**src/rtl/piecewise_linear_mapper_defines.svh**
```systemverilog
// Assertion helpers used by the mapper sequencer.
`ifndef PIECEWISE_LINEAR_MAPPER_DEFINES_SVH
`define PIECEWISE_LINEAR_MAPPER_DEFINES_SVH

// Same-cycle implication, checked on every rising edge outside reset.
`define PLM_ASSERT_NOW(label, clk, rst_n, lhs, rhs, msg) \
    label: assert property (@(posedge clk) disable iff (!rst_n) (lhs) |-> (rhs)) \
        else $error(msg);

// Next-cycle implication, checked on every rising edge outside reset.
`define PLM_ASSERT_NEXT(label, clk, rst_n, lhs, rhs, msg) \
    label: assert property (@(posedge clk) disable iff (!rst_n) (lhs) |=> (rhs)) \
        else $error(msg);

`endif

```
**src/rtl/plm_pkg.sv**
```systemverilog
package plm_pkg;

    // Sample and curve point width (Q7.8).
    localparam int DATA_WIDTH   = 16;
    localparam int MAX_SEGMENTS = 8;
    localparam int NUM_PAIRS    = 5;
    localparam int NUM_POINTS   = 2 * NUM_PAIRS;
    localparam int PT_IDX_W     = $clog2(NUM_POINTS);
    localparam int SEG_W        = 4;
    localparam int REGION_W     = 2;
    localparam int MODE_W       = 2;

    // Fractional bits of the interpolation ratio.
    localparam int FRAC_BITS = 16;
    localparam int QUO_W     = DATA_WIDTH + FRAC_BITS;
    localparam int ACC_W     = QUO_W + DATA_WIDTH;
    localparam int ALU_W     = ACC_W + 2;
    localparam int CNT_W     = $clog2(QUO_W);

    // Saturation bounds of the result, at adder width.
    localparam logic signed [ALU_W-1:0] SAT_HI = ALU_W'((2 ** (DATA_WIDTH - 1)) - 1);
    localparam logic signed [ALU_W-1:0] SAT_LO = -SAT_HI - ALU_W'(1);

    // Configuration port.
    localparam int APB_DW = 64;
    localparam int ADDR_W = 6;
    localparam int REG_W  = 3;

    localparam logic [REG_W-1:0] REG_SEGMENT_COUNT = 3'd0;
    localparam logic [REG_W-1:0] REG_MODE          = 3'd1;
    localparam logic [REG_W-1:0] REG_PAIR_0        = 3'd2;
    localparam logic [REG_W-1:0] REG_PAIR_1        = 3'd3;
    localparam logic [REG_W-1:0] REG_PAIR_2        = 3'd4;
    localparam logic [REG_W-1:0] REG_PAIR_3        = 3'd5;
    localparam logic [REG_W-1:0] REG_PAIR_4        = 3'd6;

    // Mode bits.
    localparam int MODE_EXTRAP = 0;
    localparam int MODE_CLAMP  = 1;

    // Region codes.
    localparam logic [REGION_W-1:0] REGION_INSIDE = 2'd0;
    localparam logic [REGION_W-1:0] REGION_BELOW  = 2'd1;
    localparam logic [REGION_W-1:0] REGION_ABOVE  = 2'd2;

    typedef enum logic [2:0] {
        S_IDLE,
        S_SCAN,
        S_PREP,
        S_DIV,
        S_MUL,
        S_SUM,
        S_DONE
    } t_state;

    typedef struct packed {
        logic [SEG_W-1:0]  segment_count;
        logic [MODE_W-1:0] mode;
    } t_cfg;

    typedef struct packed {
        logic signed [DATA_WIDTH-1:0] x;
        logic signed [DATA_WIDTH-1:0] y;
    } t_point;

    typedef struct packed {
        logic signed [ALU_W-1:0] a;
        logic signed [ALU_W-1:0] b;
        logic                    sub;
    } t_alu_req;

endpackage

```
**src/rtl/plm_regs.sv**
```systemverilog
module plm_regs (
    input  logic                          i_clk,
    input  logic                          i_rst_n,
    input  logic                          psel,
    input  logic                          penable,
    input  logic                          pwrite,
    input  logic [plm_pkg::ADDR_W-1:0]    paddr,
    input  logic [plm_pkg::APB_DW-1:0]    pwdata,
    output logic [plm_pkg::APB_DW-1:0]    prdata,
    output logic                          pready,
    output plm_pkg::t_cfg                 o_cfg,
    input  logic [plm_pkg::PT_IDX_W-1:0]  i_pt_idx,
    output plm_pkg::t_point               o_pt
);

    logic [plm_pkg::SEG_W-1:0]  r_segment_count;
    logic [plm_pkg::MODE_W-1:0] r_mode;
    logic [plm_pkg::APB_DW-1:0] r_pair [plm_pkg::NUM_PAIRS];
    logic [plm_pkg::REG_W-1:0]  w_reg;
    logic                       w_wr;
    logic [plm_pkg::APB_DW-1:0] w_pair;
    logic [31:0]                w_half;

    assign pready = 1'b1;
    assign w_reg  = paddr[plm_pkg::ADDR_W-1:3];
    assign w_wr   = psel && penable && pwrite && pready;

    // Register writes; addresses beyond the list are dropped.
    always_ff @(posedge i_clk) begin
        if (!i_rst_n) begin
            r_segment_count <= plm_pkg::SEG_W'(1);
            r_mode          <= '0;
            for (int k = 0; k < plm_pkg::NUM_PAIRS; k++) begin
                r_pair[k] <= '0;
            end
        end else if (w_wr) begin
            case (w_reg)
                plm_pkg::REG_SEGMENT_COUNT: r_segment_count <= pwdata[plm_pkg::SEG_W-1:0];
                plm_pkg::REG_MODE:          r_mode          <= pwdata[plm_pkg::MODE_W-1:0];
                plm_pkg::REG_PAIR_0:        r_pair[0]       <= pwdata;
                plm_pkg::REG_PAIR_1:        r_pair[1]       <= pwdata;
                plm_pkg::REG_PAIR_2:        r_pair[2]       <= pwdata;
                plm_pkg::REG_PAIR_3:        r_pair[3]       <= pwdata;
                plm_pkg::REG_PAIR_4:        r_pair[4]       <= pwdata;
                default: ;
            endcase
        end
    end

    // Read-back mux.
    always_comb begin
        case (w_reg)
            plm_pkg::REG_SEGMENT_COUNT: prdata = plm_pkg::APB_DW'(r_segment_count);
            plm_pkg::REG_MODE:          prdata = plm_pkg::APB_DW'(r_mode);
            plm_pkg::REG_PAIR_0:        prdata = r_pair[0];
            plm_pkg::REG_PAIR_1:        prdata = r_pair[1];
            plm_pkg::REG_PAIR_2:        prdata = r_pair[2];
            plm_pkg::REG_PAIR_3:        prdata = r_pair[3];
            plm_pkg::REG_PAIR_4:        prdata = r_pair[4];
            default:                    prdata = '0;
        endcase
    end

    assign o_cfg.segment_count = r_segment_count;
    assign o_cfg.mode          = r_mode;

    // Point lookup for the sequencer: pair select, then half select.
    always_comb begin
        case (i_pt_idx[plm_pkg::PT_IDX_W-1:1])
            3'd0:    w_pair = r_pair[0];
            3'd1:    w_pair = r_pair[1];
            3'd2:    w_pair = r_pair[2];
            3'd3:    w_pair = r_pair[3];
            3'd4:    w_pair = r_pair[4];
            default: w_pair = '0;
        endcase
        w_half = i_pt_idx[0] ? w_pair[63:32] : w_pair[31:0];
    end

    assign o_pt.x = w_half[15:0];
    assign o_pt.y = w_half[31:16];

endmodule

```
**src/rtl/plm_alu.sv**
```systemverilog
module plm_alu (
    input  plm_pkg::t_alu_req                i_req,
    output logic signed [plm_pkg::ALU_W-1:0] o_sum
);

    // Shared adder: divider trial subtract, multiplier accumulate, final offset.
    assign o_sum = i_req.sub ? (i_req.a - i_req.b) : (i_req.a + i_req.b);

endmodule

```
**src/rtl/plm_seq.sv**
```systemverilog
`include "piecewise_linear_mapper_defines.svh"

module plm_seq (
    input  logic                                 i_clk,
    input  logic                                 i_rst_n,
    input  logic                                 i_valid,
    output logic                                 o_ready,
    input  logic signed [plm_pkg::DATA_WIDTH-1:0] i_x_in,
    output logic                                 o_valid,
    input  logic                                 i_ready,
    output logic signed [plm_pkg::DATA_WIDTH-1:0] o_y_out,
    output logic [plm_pkg::SEG_W-1:0]            o_segment_used,
    output logic [plm_pkg::REGION_W-1:0]         o_region,
    output logic                                 o_config_error,
    input  plm_pkg::t_cfg                        i_cfg,
    output logic [plm_pkg::PT_IDX_W-1:0]         o_pt_idx,
    input  plm_pkg::t_point                      i_pt,
    output plm_pkg::t_alu_req                    o_alu,
    input  logic signed [plm_pkg::ALU_W-1:0]     i_alu_sum
);

    localparam int DW = plm_pkg::DATA_WIDTH;

    plm_pkg::t_state r_state;
    plm_pkg::t_state n_state;

    // Scan state.
    logic signed [DW-1:0]             r_x;
    logic [plm_pkg::PT_IDX_W-1:0]     r_i;
    logic [plm_pkg::SEG_W-1:0]        r_n;
    logic                             r_err;
    logic                             r_found;
    logic                             r_below;
    logic                             r_above;
    logic [plm_pkg::SEG_W-1:0]        r_seg;
    logic signed [DW-1:0]             r_px_prev;
    logic signed [DW-1:0]             r_py_prev;
    logic signed [DW-1:0]             r_sx0;
    logic signed [DW-1:0]             r_sy0;
    logic signed [DW-1:0]             r_sx1;
    logic signed [DW-1:0]             r_sy1;
    logic signed [DW-1:0]             r_ymin;
    logic signed [DW-1:0]             r_ymax;

    // Divide and multiply state.
    logic [DW-1:0]                    r_rem;
    logic [plm_pkg::QUO_W-1:0]        r_dvd;
    logic [DW-1:0]                    r_dx;
    logic [DW-1:0]                    r_dy_mag;
    logic                             r_neg_p;
    logic [plm_pkg::ACC_W-1:0]        r_acc;
    logic [plm_pkg::CNT_W-1:0]        r_cnt;

    // Finished result and output register.
    logic signed [DW-1:0]             r_res_y;
    logic [plm_pkg::SEG_W-1:0]        r_res_seg;
    logic [plm_pkg::REGION_W-1:0]     r_res_region;
    logic                             r_res_err;
    logic                             r_out_valid;
    logic signed [DW-1:0]             r_y_out;
    logic [plm_pkg::SEG_W-1:0]        r_seg_out;
    logic [plm_pkg::REGION_W-1:0]     r_region_out;
    logic                             r_err_out;

    logic                             w_accept;
    logic                             w_bad_count;
    logic                             w_extrap;
    logic                             w_hold;
    logic [plm_pkg::REGION_W-1:0]     w_region;
    logic                             w_in_iv;
    logic                             w_load;
    logic [DW:0]                      w_rem_sh;
    logic                             w_fits;
    logic signed [DW:0]               w_num;
    logic signed [DW:0]               w_dx;
    logic signed [DW:0]               w_dy;
    logic [DW:0]                      w_num_mag;
    logic [DW:0]                      w_dy_mag;
    logic signed [DW-1:0]             w_sat;
    logic signed [DW-1:0]             w_y;

    assign w_accept    = i_valid && o_ready;
    assign w_bad_count = (i_cfg.segment_count == '0) ||
                         (i_cfg.segment_count > plm_pkg::SEG_W'(plm_pkg::MAX_SEGMENTS));
    assign w_extrap    = i_cfg.mode[plm_pkg::MODE_EXTRAP];
    assign w_region    = r_below ? plm_pkg::REGION_BELOW :
                         r_above ? plm_pkg::REGION_ABOVE : plm_pkg::REGION_INSIDE;
    assign w_hold      = (w_region != plm_pkg::REGION_INSIDE) && !w_extrap;
    assign w_in_iv     = (r_x >= r_px_prev) && (r_x <= i_pt.x);
    assign w_load      = (r_state == plm_pkg::S_DONE) && (!r_out_valid || i_ready);

    // Segment differences formed once the scan has picked the segment.
    assign w_num     = {r_x[DW-1], r_x} - {r_sx0[DW-1], r_sx0};
    assign w_dx      = {r_sx1[DW-1], r_sx1} - {r_sx0[DW-1], r_sx0};
    assign w_dy      = {r_sy1[DW-1], r_sy1} - {r_sy0[DW-1], r_sy0};
    assign w_num_mag = w_num[DW] ? (DW+1)'(-w_num) : w_num;
    assign w_dy_mag  = w_dy[DW] ? (DW+1)'(-w_dy) : w_dy;

    // Restoring divide step: shift in the next dividend bit, trial subtract.
    assign w_rem_sh = {r_rem, r_dvd[plm_pkg::QUO_W-1]};
    assign w_fits   = !i_alu_sum[plm_pkg::ALU_W-1];

    // Final saturation and optional clamp of in-range results.
    always_comb begin
        if (i_alu_sum > plm_pkg::SAT_HI) begin
            w_sat = i_alu_sum[DW-1:0] ^ i_alu_sum[DW-1:0] ^ plm_pkg::SAT_HI[DW-1:0];
        end else if (i_alu_sum < plm_pkg::SAT_LO) begin
            w_sat = plm_pkg::SAT_LO[DW-1:0];
        end else begin
            w_sat = i_alu_sum[DW-1:0];
        end
        w_y = w_sat;
        if ((w_region == plm_pkg::REGION_INSIDE) && i_cfg.mode[plm_pkg::MODE_CLAMP]) begin
            if (w_sat < r_ymin) begin
                w_y = r_ymin;
            end
            if (w_sat > r_ymax) begin
                w_y = r_ymax;
            end
        end
    end

    // Next state.
    always_comb begin
        n_state = r_state;
        case (r_state)
            plm_pkg::S_IDLE: begin
                if (w_accept) begin
                    n_state = w_bad_count ? plm_pkg::S_DONE : plm_pkg::S_SCAN;
                end
            end
            plm_pkg::S_SCAN: begin
                if (r_i == plm_pkg::PT_IDX_W'(r_n)) begin
                    n_state = plm_pkg::S_PREP;
                end
            end
            plm_pkg::S_PREP: begin
                n_state = (r_err || w_hold) ? plm_pkg::S_DONE : plm_pkg::S_DIV;
            end
            plm_pkg::S_DIV: begin
                if (r_cnt == plm_pkg::CNT_W'(plm_pkg::QUO_W - 1)) begin
                    n_state = plm_pkg::S_MUL;
                end
            end
            plm_pkg::S_MUL: begin
                if (r_cnt == plm_pkg::CNT_W'(DW - 1)) begin
                    n_state = plm_pkg::S_SUM;
                end
            end
            plm_pkg::S_SUM: n_state = plm_pkg::S_DONE;
            plm_pkg::S_DONE: begin
                if (!r_out_valid || i_ready) begin
                    n_state = plm_pkg::S_IDLE;
                end
            end
            default: n_state = plm_pkg::S_IDLE;
        endcase
    end

    // Outputs of the sequencer: handshake, point lookup and adder operands.
    always_comb begin
        o_ready   = (r_state == plm_pkg::S_IDLE);
        o_pt_idx  = r_i;
        o_alu.a   = '0;
        o_alu.b   = '0;
        o_alu.sub = 1'b0;
        case (r_state)
            plm_pkg::S_DIV: begin
                o_alu.a   = plm_pkg::ALU_W'(w_rem_sh);
                o_alu.b   = plm_pkg::ALU_W'(r_dx);
                o_alu.sub = 1'b1;
            end
            plm_pkg::S_MUL: begin
                o_alu.a = plm_pkg::ALU_W'({r_acc, 1'b0});
                o_alu.b = r_dy_mag[DW-1] ? plm_pkg::ALU_W'(r_dvd) : '0;
            end
            plm_pkg::S_SUM: begin
                o_alu.a   = plm_pkg::ALU_W'(r_sy0);
                o_alu.b   = plm_pkg::ALU_W'(r_acc[plm_pkg::ACC_W-1:plm_pkg::FRAC_BITS]);
                o_alu.sub = r_neg_p;
            end
            default: ;
        endcase
    end

    // Control registers.
    always_ff @(posedge i_clk) begin
        if (!i_rst_n) begin
            r_state     <= plm_pkg::S_IDLE;
            r_out_valid <= 1'b0;
            r_i         <= '0;
            r_cnt       <= '0;
        end else begin
            r_state <= n_state;
            if (w_load) begin
                r_out_valid <= 1'b1;
            end else if (i_ready) begin
                r_out_valid <= 1'b0;
            end
            case (r_state)
                plm_pkg::S_IDLE: r_i <= '0;
                plm_pkg::S_SCAN: r_i <= r_i + plm_pkg::PT_IDX_W'(1);
                default: ;
            endcase
            if ((r_state == plm_pkg::S_PREP) || (n_state != r_state)) begin
                r_cnt <= '0;
            end else if ((r_state == plm_pkg::S_DIV) || (r_state == plm_pkg::S_MUL)) begin
                r_cnt <= r_cnt + plm_pkg::CNT_W'(1);
            end
        end
    end

    // Datapath registers.
    always_ff @(posedge i_clk) begin
        case (r_state)
            plm_pkg::S_IDLE: begin
                if (w_accept) begin
                    r_x          <= i_x_in;
                    r_n          <= i_cfg.segment_count;
                    r_err        <= w_bad_count;
                    r_found      <= 1'b0;
                    r_above      <= 1'b0;
                    r_res_y      <= '0;
                    r_res_seg    <= '0;
                    r_res_region <= plm_pkg::REGION_INSIDE;
                    r_res_err    <= 1'b1;
                end
            end
            plm_pkg::S_SCAN: begin
                // One curve point per cycle: order check, range, segment pick.
                r_px_prev <= i_pt.x;
                r_py_prev <= i_pt.y;
                if (r_i == '0) begin
                    r_below <= (r_x < i_pt.x);
                    r_ymin  <= i_pt.y;
                    r_ymax  <= i_pt.y;
                end else begin
                    if (r_px_prev >= i_pt.x) begin
                        r_err <= 1'b1;
                    end
                    if (i_pt.y < r_ymin) begin
                        r_ymin <= i_pt.y;
                    end
                    if (i_pt.y > r_ymax) begin
                        r_ymax <= i_pt.y;
                    end
                    if (!r_found) begin
                        r_sx0 <= r_px_prev;
                        r_sy0 <= r_py_prev;
                        r_sx1 <= i_pt.x;
                        r_sy1 <= i_pt.y;
                        r_seg <= plm_pkg::SEG_W'(r_i - plm_pkg::PT_IDX_W'(1));
                        if (w_in_iv || ((r_i == plm_pkg::PT_IDX_W'(1)) && r_below)) begin
                            r_found <= 1'b1;
                        end
                    end
                end
                if (r_i == plm_pkg::PT_IDX_W'(r_n)) begin
                    r_above <= (r_x > i_pt.x);
                end
            end
            plm_pkg::S_PREP: begin
                r_rem        <= '0;
                r_dvd        <= {w_num_mag[DW-1:0], {plm_pkg::FRAC_BITS{1'b0}}};
                r_dx         <= w_dx[DW-1:0];
                r_dy_mag     <= w_dy_mag[DW-1:0];
                r_neg_p      <= w_num[DW] ^ w_dy[DW];
                r_acc        <= '0;
                r_res_err    <= r_err;
                r_res_region <= r_err ? plm_pkg::REGION_INSIDE : w_region;
                r_res_seg    <= (r_err || w_hold) ? '0 : r_seg;
                r_res_y      <= r_err ? '0 : (r_below ? r_sy0 : r_sy1);
            end
            plm_pkg::S_DIV: begin
                r_rem <= w_fits ? i_alu_sum[DW-1:0] : w_rem_sh[DW-1:0];
                r_dvd <= {r_dvd[plm_pkg::QUO_W-2:0], w_fits};
            end
            plm_pkg::S_MUL: begin
                r_acc    <= i_alu_sum[plm_pkg::ACC_W-1:0];
                r_dy_mag <= {r_dy_mag[DW-2:0], 1'b0};
            end
            plm_pkg::S_SUM: begin
                r_res_y <= w_y;
            end
            plm_pkg::S_DONE: begin
                if (w_load) begin
                    r_y_out      <= r_res_y;
                    r_seg_out    <= r_res_seg;
                    r_region_out <= r_res_region;
                    r_err_out    <= r_res_err;
                end
            end
            default: ;
        endcase
    end

    assign o_valid        = r_out_valid;
    assign o_y_out        = r_y_out;
    assign o_segment_used = r_seg_out;
    assign o_region       = r_region_out;
    assign o_config_error = r_err_out;

    `PLM_ASSERT_NOW(a_err_payload, i_clk, i_rst_n, r_out_valid && r_err_out,
        (r_y_out == '0) && (r_seg_out == '0) && (r_region_out == plm_pkg::REGION_INSIDE),
        "error result carries a nonzero payload")
    `PLM_ASSERT_NOW(a_rem_below_dx, i_clk, i_rst_n, r_state == plm_pkg::S_DIV,
        r_rem < r_dx, "divider remainder not below divisor")
    `PLM_ASSERT_NEXT(a_accept_busy, i_clk, i_rst_n, w_accept,
        (r_state == plm_pkg::S_SCAN) || (r_state == plm_pkg::S_DONE),
        "accepted sample did not start the sequencer")
    `PLM_ASSERT_NOW(a_seg_range, i_clk, i_rst_n, r_out_valid,
        r_seg_out < plm_pkg::SEG_W'(plm_pkg::MAX_SEGMENTS), "segment index out of range")

endmodule

```
**src/rtl/piecewise_linear_mapper.sv**
```systemverilog
// Channel   Direction  Handshake            Payload
// input     in         i_valid / o_ready    i_x_in
// output    out        o_valid / i_ready    o_y_out, o_segment_used, o_region, o_config_error
// config    in         psel / penable       paddr, pwdata, pwrite; prdata, pready
//
// After its transfer in, a result passes a scan of segment_count + 1 points, a setup state,
// 32 divide steps, 16 multiply steps, a sum state and a load, all on the one shared adder.
// A new sample is taken only once the result has been loaded into the output register.
// A zero or too large count goes straight to the load; unordered points or an end value
// without extrapolation skip from setup to the load. Reset is synchronous and active low.
// A stalled result sits in the output register; the next one then holds off the input.
module piecewise_linear_mapper (
    input  logic                                 i_clk,
    input  logic                                 i_rst_n,
    input  logic                                 i_valid,
    output logic                                 o_ready,
    input  logic signed [plm_pkg::DATA_WIDTH-1:0] i_x_in,
    output logic                                 o_valid,
    input  logic                                 i_ready,
    output logic signed [plm_pkg::DATA_WIDTH-1:0] o_y_out,
    output logic [plm_pkg::SEG_W-1:0]            o_segment_used,
    output logic [plm_pkg::REGION_W-1:0]         o_region,
    output logic                                 o_config_error,
    input  logic                                 psel,
    input  logic                                 penable,
    input  logic                                 pwrite,
    input  logic [plm_pkg::ADDR_W-1:0]           paddr,
    input  logic [plm_pkg::APB_DW-1:0]           pwdata,
    output logic [plm_pkg::APB_DW-1:0]           prdata,
    output logic                                 pready
);

    plm_pkg::t_cfg                        w_cfg;
    plm_pkg::t_point                      w_pt;
    logic [plm_pkg::PT_IDX_W-1:0]         w_pt_idx;
    plm_pkg::t_alu_req                    w_alu_req;
    logic signed [plm_pkg::ALU_W-1:0]     w_alu_sum;

    // Configuration registers and point lookup.
    plm_regs u_regs (
        .i_clk    (i_clk),
        .i_rst_n  (i_rst_n),
        .psel     (psel),
        .penable  (penable),
        .pwrite   (pwrite),
        .paddr    (paddr),
        .pwdata   (pwdata),
        .prdata   (prdata),
        .pready   (pready),
        .o_cfg    (w_cfg),
        .i_pt_idx (w_pt_idx),
        .o_pt     (w_pt)
    );

    // Shared adder.
    plm_alu u_alu (
        .i_req (w_alu_req),
        .o_sum (w_alu_sum)
    );

    // Sequencer with scan, divide and multiply datapath.
    plm_seq u_seq (
        .i_clk          (i_clk),
        .i_rst_n        (i_rst_n),
        .i_valid        (i_valid),
        .o_ready        (o_ready),
        .i_x_in         (i_x_in),
        .o_valid        (o_valid),
        .i_ready        (i_ready),
        .o_y_out        (o_y_out),
        .o_segment_used (o_segment_used),
        .o_region       (o_region),
        .o_config_error (o_config_error),
        .i_cfg          (w_cfg),
        .o_pt_idx       (w_pt_idx),
        .i_pt           (w_pt),
        .o_alu          (w_alu_req),
        .i_alu_sum      (w_alu_sum)
    );

endmodule
```
**config.mk**
```make
export PLATFORM = sky130hd
export DESIGN_NAME = piecewise_linear_mapper
export DESIGN_NICKNAME = d
export VERILOG_FILES = /design/src/rtl/plm_pkg.sv /design/src/rtl/plm_regs.sv /design/src/rtl/plm_alu.sv /design/src/rtl/plm_seq.sv /design/src/rtl/piecewise_linear_mapper.sv
export VERILOG_INCLUDE_DIRS = /design/src /design/src/rtl
export SDC_FILE = /design/constraint.sdc
export NUM_CORES = 1
export LEC_CHECK = 0
export BUFFER_PORTS_ARGS = -buffer_cell sky130_fd_sc_hd__buf_2
export CAP_MARGIN = 20
export CORE_AREA = 8 8 217 323
export CTS_CLUSTER_DIAMETER = 40
export DETAILED_ROUTE_END_ITERATION = 16
export DIE_AREA = 0 0 225 331
export PLACE_DENSITY = 0.77
export SETUP_SLACK_MARGIN = 0.1
export SLEW_MARGIN = 20
export SYNTH_ARGS = -nofsm -noshare
export SYNTH_HDL_FRONTEND = slang
export SYNTH_HIERARCHICAL = 1
export SYNTH_SLANG_ARGS = --single-unit
```
**constraint.sdc**
```tcl
create_clock -name i_clk -period 11.85 [get_ports i_clk]
set_input_delay 0.5925 -clock i_clk [delete_from_list [all_inputs] [get_ports i_clk]]
set_output_delay 0.5925 -clock i_clk [all_outputs]
set_load 0.05 [all_outputs]
```
After elaboration in Yosys (flattened, before gate mapping)
Memories as Yosys holds them, arrays and structs flattened.
Index checks and enable logic that the tools add are counted.
- register bits: 350
- memory bits (writable): 320
- input bits: 93
- logic and storage cells: 225
- memories: 1
- add/sub/neg operators: 10
- order comparisons: 12
- equality and inequality tests: 25
- mux-type cells: 85
- bitwise logic cells: 11
- reduce and logical (&&, ||, !) cells: 46
- memory list (name ; words ; bits a word ; read ports ; clocked after memory_dff ; wr ports ; RTL line ; source):
    u_regs.r_pair ; 5 ; 64 ; 5 ; 0 ; 5 ; plm_regs.sv:18 ; logic [plm_pkg::APB_DW-1:0] r_pair [plm_pkg::NUM_PAIRS];
- operators with widths (cell ; count):
    64-bit case mux with 7 select lines ; 1
    64-bit 2-to-1 mux ; 5
    64-bit case mux with 5 select lines ; 1
    100-bit case mux with 3 select lines ; 1
    16-bit 2-to-1 mux ; 15
    48-bit case mux with 2 select lines ; 1
    32-bit 2-to-1 mux ; 2
    16-bit case mux with 2 select lines ; 2
    32-bit case mux with 2 select lines ; 1
    50-bit adder ; 1
    50-bit by 16-bit > comparator with 1-bit output, second input constant ; 1
    50-bit by 16-bit less-than comparator with 1-bit output, second input constant ; 1
    50-bit 2-to-1 mux ; 1
    50-bit subtractor ; 1
    16-bit > comparator ; 3
    16-bit less-than comparator ; 3
    16-bit case mux with 3 select lines ; 1
    16-bit by 16-bit subtractor with 17-bit output ; 2
    16-bit >= comparator ; 2
    1-bit 2-to-1 mux ; 32
    16-bit negation ; 2
    3-bit == test, second input constant ; 7
    3-bit 2-to-1 mux ; 7
    3-bit case mux with 7 select lines ; 1
    37 further kinds ; 95

Logic depth before layout (Yosys ltp)
- word-level depth: 12
- gate-level depth with buffers: 50

By module
The synthesis kept the hierarchy.
- modules (own cells, without submodules) (module ; instances ; cells each ; area an instance (um^2) ; seq. area each (um^2)):
    plm_seq ; 1 ; 1723 ; 19356.1 ; 10199.8
    plm_regs ; 1 ; 1132 ; 15582.4 ; 9729.3
    plm_alu ; 1 ; 565 ; 3817.4 ; 0.0

Worst setup path after synthesis
Ideal clock, no wire load.
- path type: register to register
- start point: register u_seq.r_state[1]
- end point: register u_seq.r_res_y[11] (data pin)
- setup time: 0.158 ns
- arrival time: 9.201 ns
- setup slack: 2.491 ns
- cell stages (with the launch flop): 51
- buffers on the path: 10
- clock period less this slack: 9.359 ns
- cell sequence: dfxtp_1 > clkbuf_1 > nand2b_1 > clkbuf_1 > nor2_1 > clkbuf_1 > and2_1 > clkbuf_1 > clkbuf_1 > a222oi_1 > inv_1 > or4_1 > or3_1 > buf_2 > nor3_4 > nand2_1 > or3_1 > nor2_1 > [... 15 more ...] > nand4_1 > nor3_1 > nor2_1 > clkbuf_1 > a21oi_1 > inv_1 > ha_1 > a21o_1 > a21o_1 > a21o_1 > a21o_1 > a21o_1 > a21oi_1 > o21ai_1 > nor4b_1 > clkbuf_1 > nand2_1 > o211ai_1
- RTL lines (element ; RTL line ; source):
    start: declaration ; plm_seq.sv:24 ; plm_pkg::t_state r_state;
    start signal: assignment ; plm_seq.sv:189 ; r_state <= plm_pkg::S_IDLE;
    start signal: assignment ; plm_seq.sv:194 ; r_state <= n_state;
    end signal: assignment ; plm_seq.sv:272 ; r_res_y <= r_err ? '0 : (r_below ? r_sy0 : r_sy1);
    end signal: assignment ; plm_seq.sv:283 ; r_res_y <= w_y;
    end: declaration ; plm_seq.sv:55 ; logic signed [DW-1:0] r_res_y;

==> summary.md <==
| Metric | Value |
|---|---|
| Outcome | completed |
| Fmax | 92.6 MHz |
| Crit-path slowest cell | nor4_1 |
| Worst Setup Start Kind | flop |
| Synth cell types | 101 |
| Setup Viol. Count Final | 0 |
| Final Hold Viols | 0 |
| Dominant cell type by area after synthesis | edfxtp_1 |
| PD cells | 163 nW/µm² |
| Clock net sink count | 670 |
| Clk buf depth | 3 |
| Synthesis Warnings | 6 |
| Total GRT Usage | 29.1% |
| Hold WC Path Type | input pin to flop |
| Yosys top cell area share | 50.4% |
| Final nets | 3,860 |
| ANT nets after route | 0 |
| Grt ovf | 0 |
| CTS tree | yes |
| Critical Path Sink Type | flop |
| Post_cts resized | 0 |
| Residual DRC | 0 |
| Core footprint | 65,200 µm² |
| Hold Buf Count CTS | 0 |
| # rows | 115 |
| CP Max Fanout | 21 |
| Pre-CTS setup slack | 1.24 ns |
| Port Buffers | 178 |
| Filler cells | 4,850 |
| Synth async-reset ratio | 0% |
| CTS Root Cell | clkbuf_16 |
| Most frequent CP cell | nor2_1 |
| Worst skew pair latency | 0.64 ns |
| Final worst slack | 1.06 ns |
| Largest net degree at the start of global routing | 66 |
| Critical Path Source | u_seq/r_state[1] |
| CP required | 12.19 ns |
| Static leakage | 17.1 nW |
| Hold_sp | i_x_in[8] |
| H-tree lvl count | 3 |
| Top-count cell post-synth | edfxtp_1 |
| WL/cell | 24.6 µm |
| Die Y | 331 µm |
| Total CTS buffers | 80 |
| Maximum vdd drop | 154 µV |
| Number of max-cap violations | 0 |
| #FFs+latches synth | 670 |
| Drt initial violations | 2,860 |
| Placed cells | 4,343 |
| Max stage delay on crit path | 0.63 ns |
| Post-layout min period | 10.79 ns |
| Final clock skew | 0.0293 ns |
| CP arrival | 11.13 ns |
| Reg-to-Reg Start | u_seq/r_state[1] |
| Mapped Area | 38,800 µm² |
| WL final | 110,000 µm |
| Cells after synthesis | 3,420 |
| Vias in the first global route | 29,600 |
| Setup CP Type | flop to flop |
| RePlAce Congestion | 0.966 |
| Commonest cells post-synth | edfxtp_1, nor2_1, ha_1, a21oi_1, inv_1 |
| Vias | 29,300 |
| First-pass GRT wire length | 168,000 µm |
| Hpwl dp | 76,500 µm |
| Initial antenna violation count | 5 |
| Max-slew violation count | 0 |
| Slew HR | 26.1% |
| Worst R2R Setup Slack | 1.06 ns |
| Main area contributors after synthesis | edfxtp_1, ha_1, mux2i_1 |
| EDFF count, synth | 651 |
| DR pass1 iterations | 8 |
| CTS clk-pin slew, worst paths | 0.06 ns |
| Share of cells above drive strength 1 | 12.9% |
| Post-synthesis sequential area ratio | 51.4% |
| Final TNS setup | 0 ns |
| Die area | 74,500 µm² |
| Die span in x | 225 µm |
| Synthesis-to-layout area growth | 11.2% |
| # IOs | 183 |
| Postcts setup bufs | 0 |
| Final std cells w/o fill | 4,490 |
| Most used DFF post-synth | edfxtp_1 |
| Initial Util | 59.5% |
| Tcrit/Tclk final | 91.1% |
| Avg Inst Size Synth | 11.3 µm² |
| Number of vias per cell | 6.53 |
| Worst-margin pin slew | 1.11 ns |
| RSZ-0062 raised after global routing | false |
## per-stage QoR
step | hold slack [ns] | instance area (µm²) | utilization [%] | power, mW
3_3_place_gp | 0.401 | 40400 | 62.0 | 4.55
6_report | 0.129 | 43100 | 66.1 | 7.02
5_1_grt | 0.112 | 43100 | 66.1 | 7.29
3_5_place_dp | 0.405 | 40400 | 62.0 | 4.59
2_1_floorplan | 0.400 | 38800 | - | 4.09
4_1_cts | 0.103 | 43100 | 66.1 | 7.02
## power by group
part / total, mW / switching (mW) / internal (mW)
combinational: 1.72 / 1.12 / 0.599
sequential: 2.86 / 0.0874 / 2.78
clock: 2.44 / 1.03 / 1.41
## state kept, by name, summed over array words and instances, names as in the netlist, 5 cells and up
| signal | flops |
|---|---|
| u_seq/r_dy_mag | 16 |
| u_seq/r_x | 16 |
| u_seq/r_sy1 | 16 |
| u_seq/r_cnt | 5 |
| u_seq/r_ymin | 16 |
| u_seq/r_acc | 48 |
| u_seq/r_dvd | 32 |
| u_seq/r_sx0 | 16 |
| u_seq/o_y_out | 16 |
| u_seq/r_py_prev | 16 |
| u_seq/r_sx1 | 16 |
| u_regs/r_pair | 320 |
| u_seq/r_res_y | 16 |
| u_seq/r_ymax | 16 |
| u_seq/r_px_prev | 16 |
| u_seq/r_rem | 16 |
| u_seq/r_sy0 | 16 |
| u_seq/r_dx | 16 |
## layout make-up
cell class / instances / area, µm² / share of cell area, %
clock inverters: 54 / 537 / 1.25
inverters: 174 / 653 / 1.52
repair buffers: 236 / 1330 / 3.08
multi-input cells: 2386 / 17400 / 40.4
well taps: 877 / 1100 / 2.55
clock buffers: 90 / 2110 / 4.90
diodes: 3 / 7.51 / 0.0174
flip-flops and latches: 670 / 19900 / 46.3
## critical path, delay by kind of cell, from the launching register on
kind / cells / cell delay, ns
buf+inv: 5 / 0.91
compound gates: 17 / 3.69
fa+ha+maj: 2 / 0.66
xor+xnor: 2 / 0.38
simple gates: 17 / 4.39
flops: 1 / 0.48
## final timing paths
kind	endpoint	cells past startpoint
max	u_seq/r_res_y[10]	43
min reg2reg	u_seq/o_y_out[11]	0
max reg2reg	u_seq/r_res_y[10]	43
min	u_seq/r_x[8]	1
## per-layer routing
metal	share of wire (%)	up-vias	GRT usage [%]	wire, µm
li1	-	13200	-	-
met1	37	14200	33.9	40500
met2	50	1584	50.5	54800
met3	7.9	354	4.73	8680
met4	5.7	4	16.4	6270
met5	0.026	-	0	29
## cells by family after synthesis
family	after synthesis	synth area share, %
AND/OR/NAND/NOR	866	11.3
adder cells (fa/ha/maj)	219	7.15
XOR/XNOR	170	3.86
buffers and inverters	381	4.20
other	2	0.0194
flip-flops	670	51.4
multiplexers	204	5.46
AO/OA/AOI/OAI	908	16.5
## cell usage in the layout (no fill, tap or decap), types with 83 or more instances in the layout
cell type,count
mux2i_1,172
buf_2,177
a21o_1,99
ha_1,215
edfxtp_1,651
and2_1,127
clkbuf_16,83
nand2_1,146
a21oi_1,201
xnor2_1,110
inv_1,172
nor2_1,272
o21ai_0,104
Power figures use the tool's default switching activity.
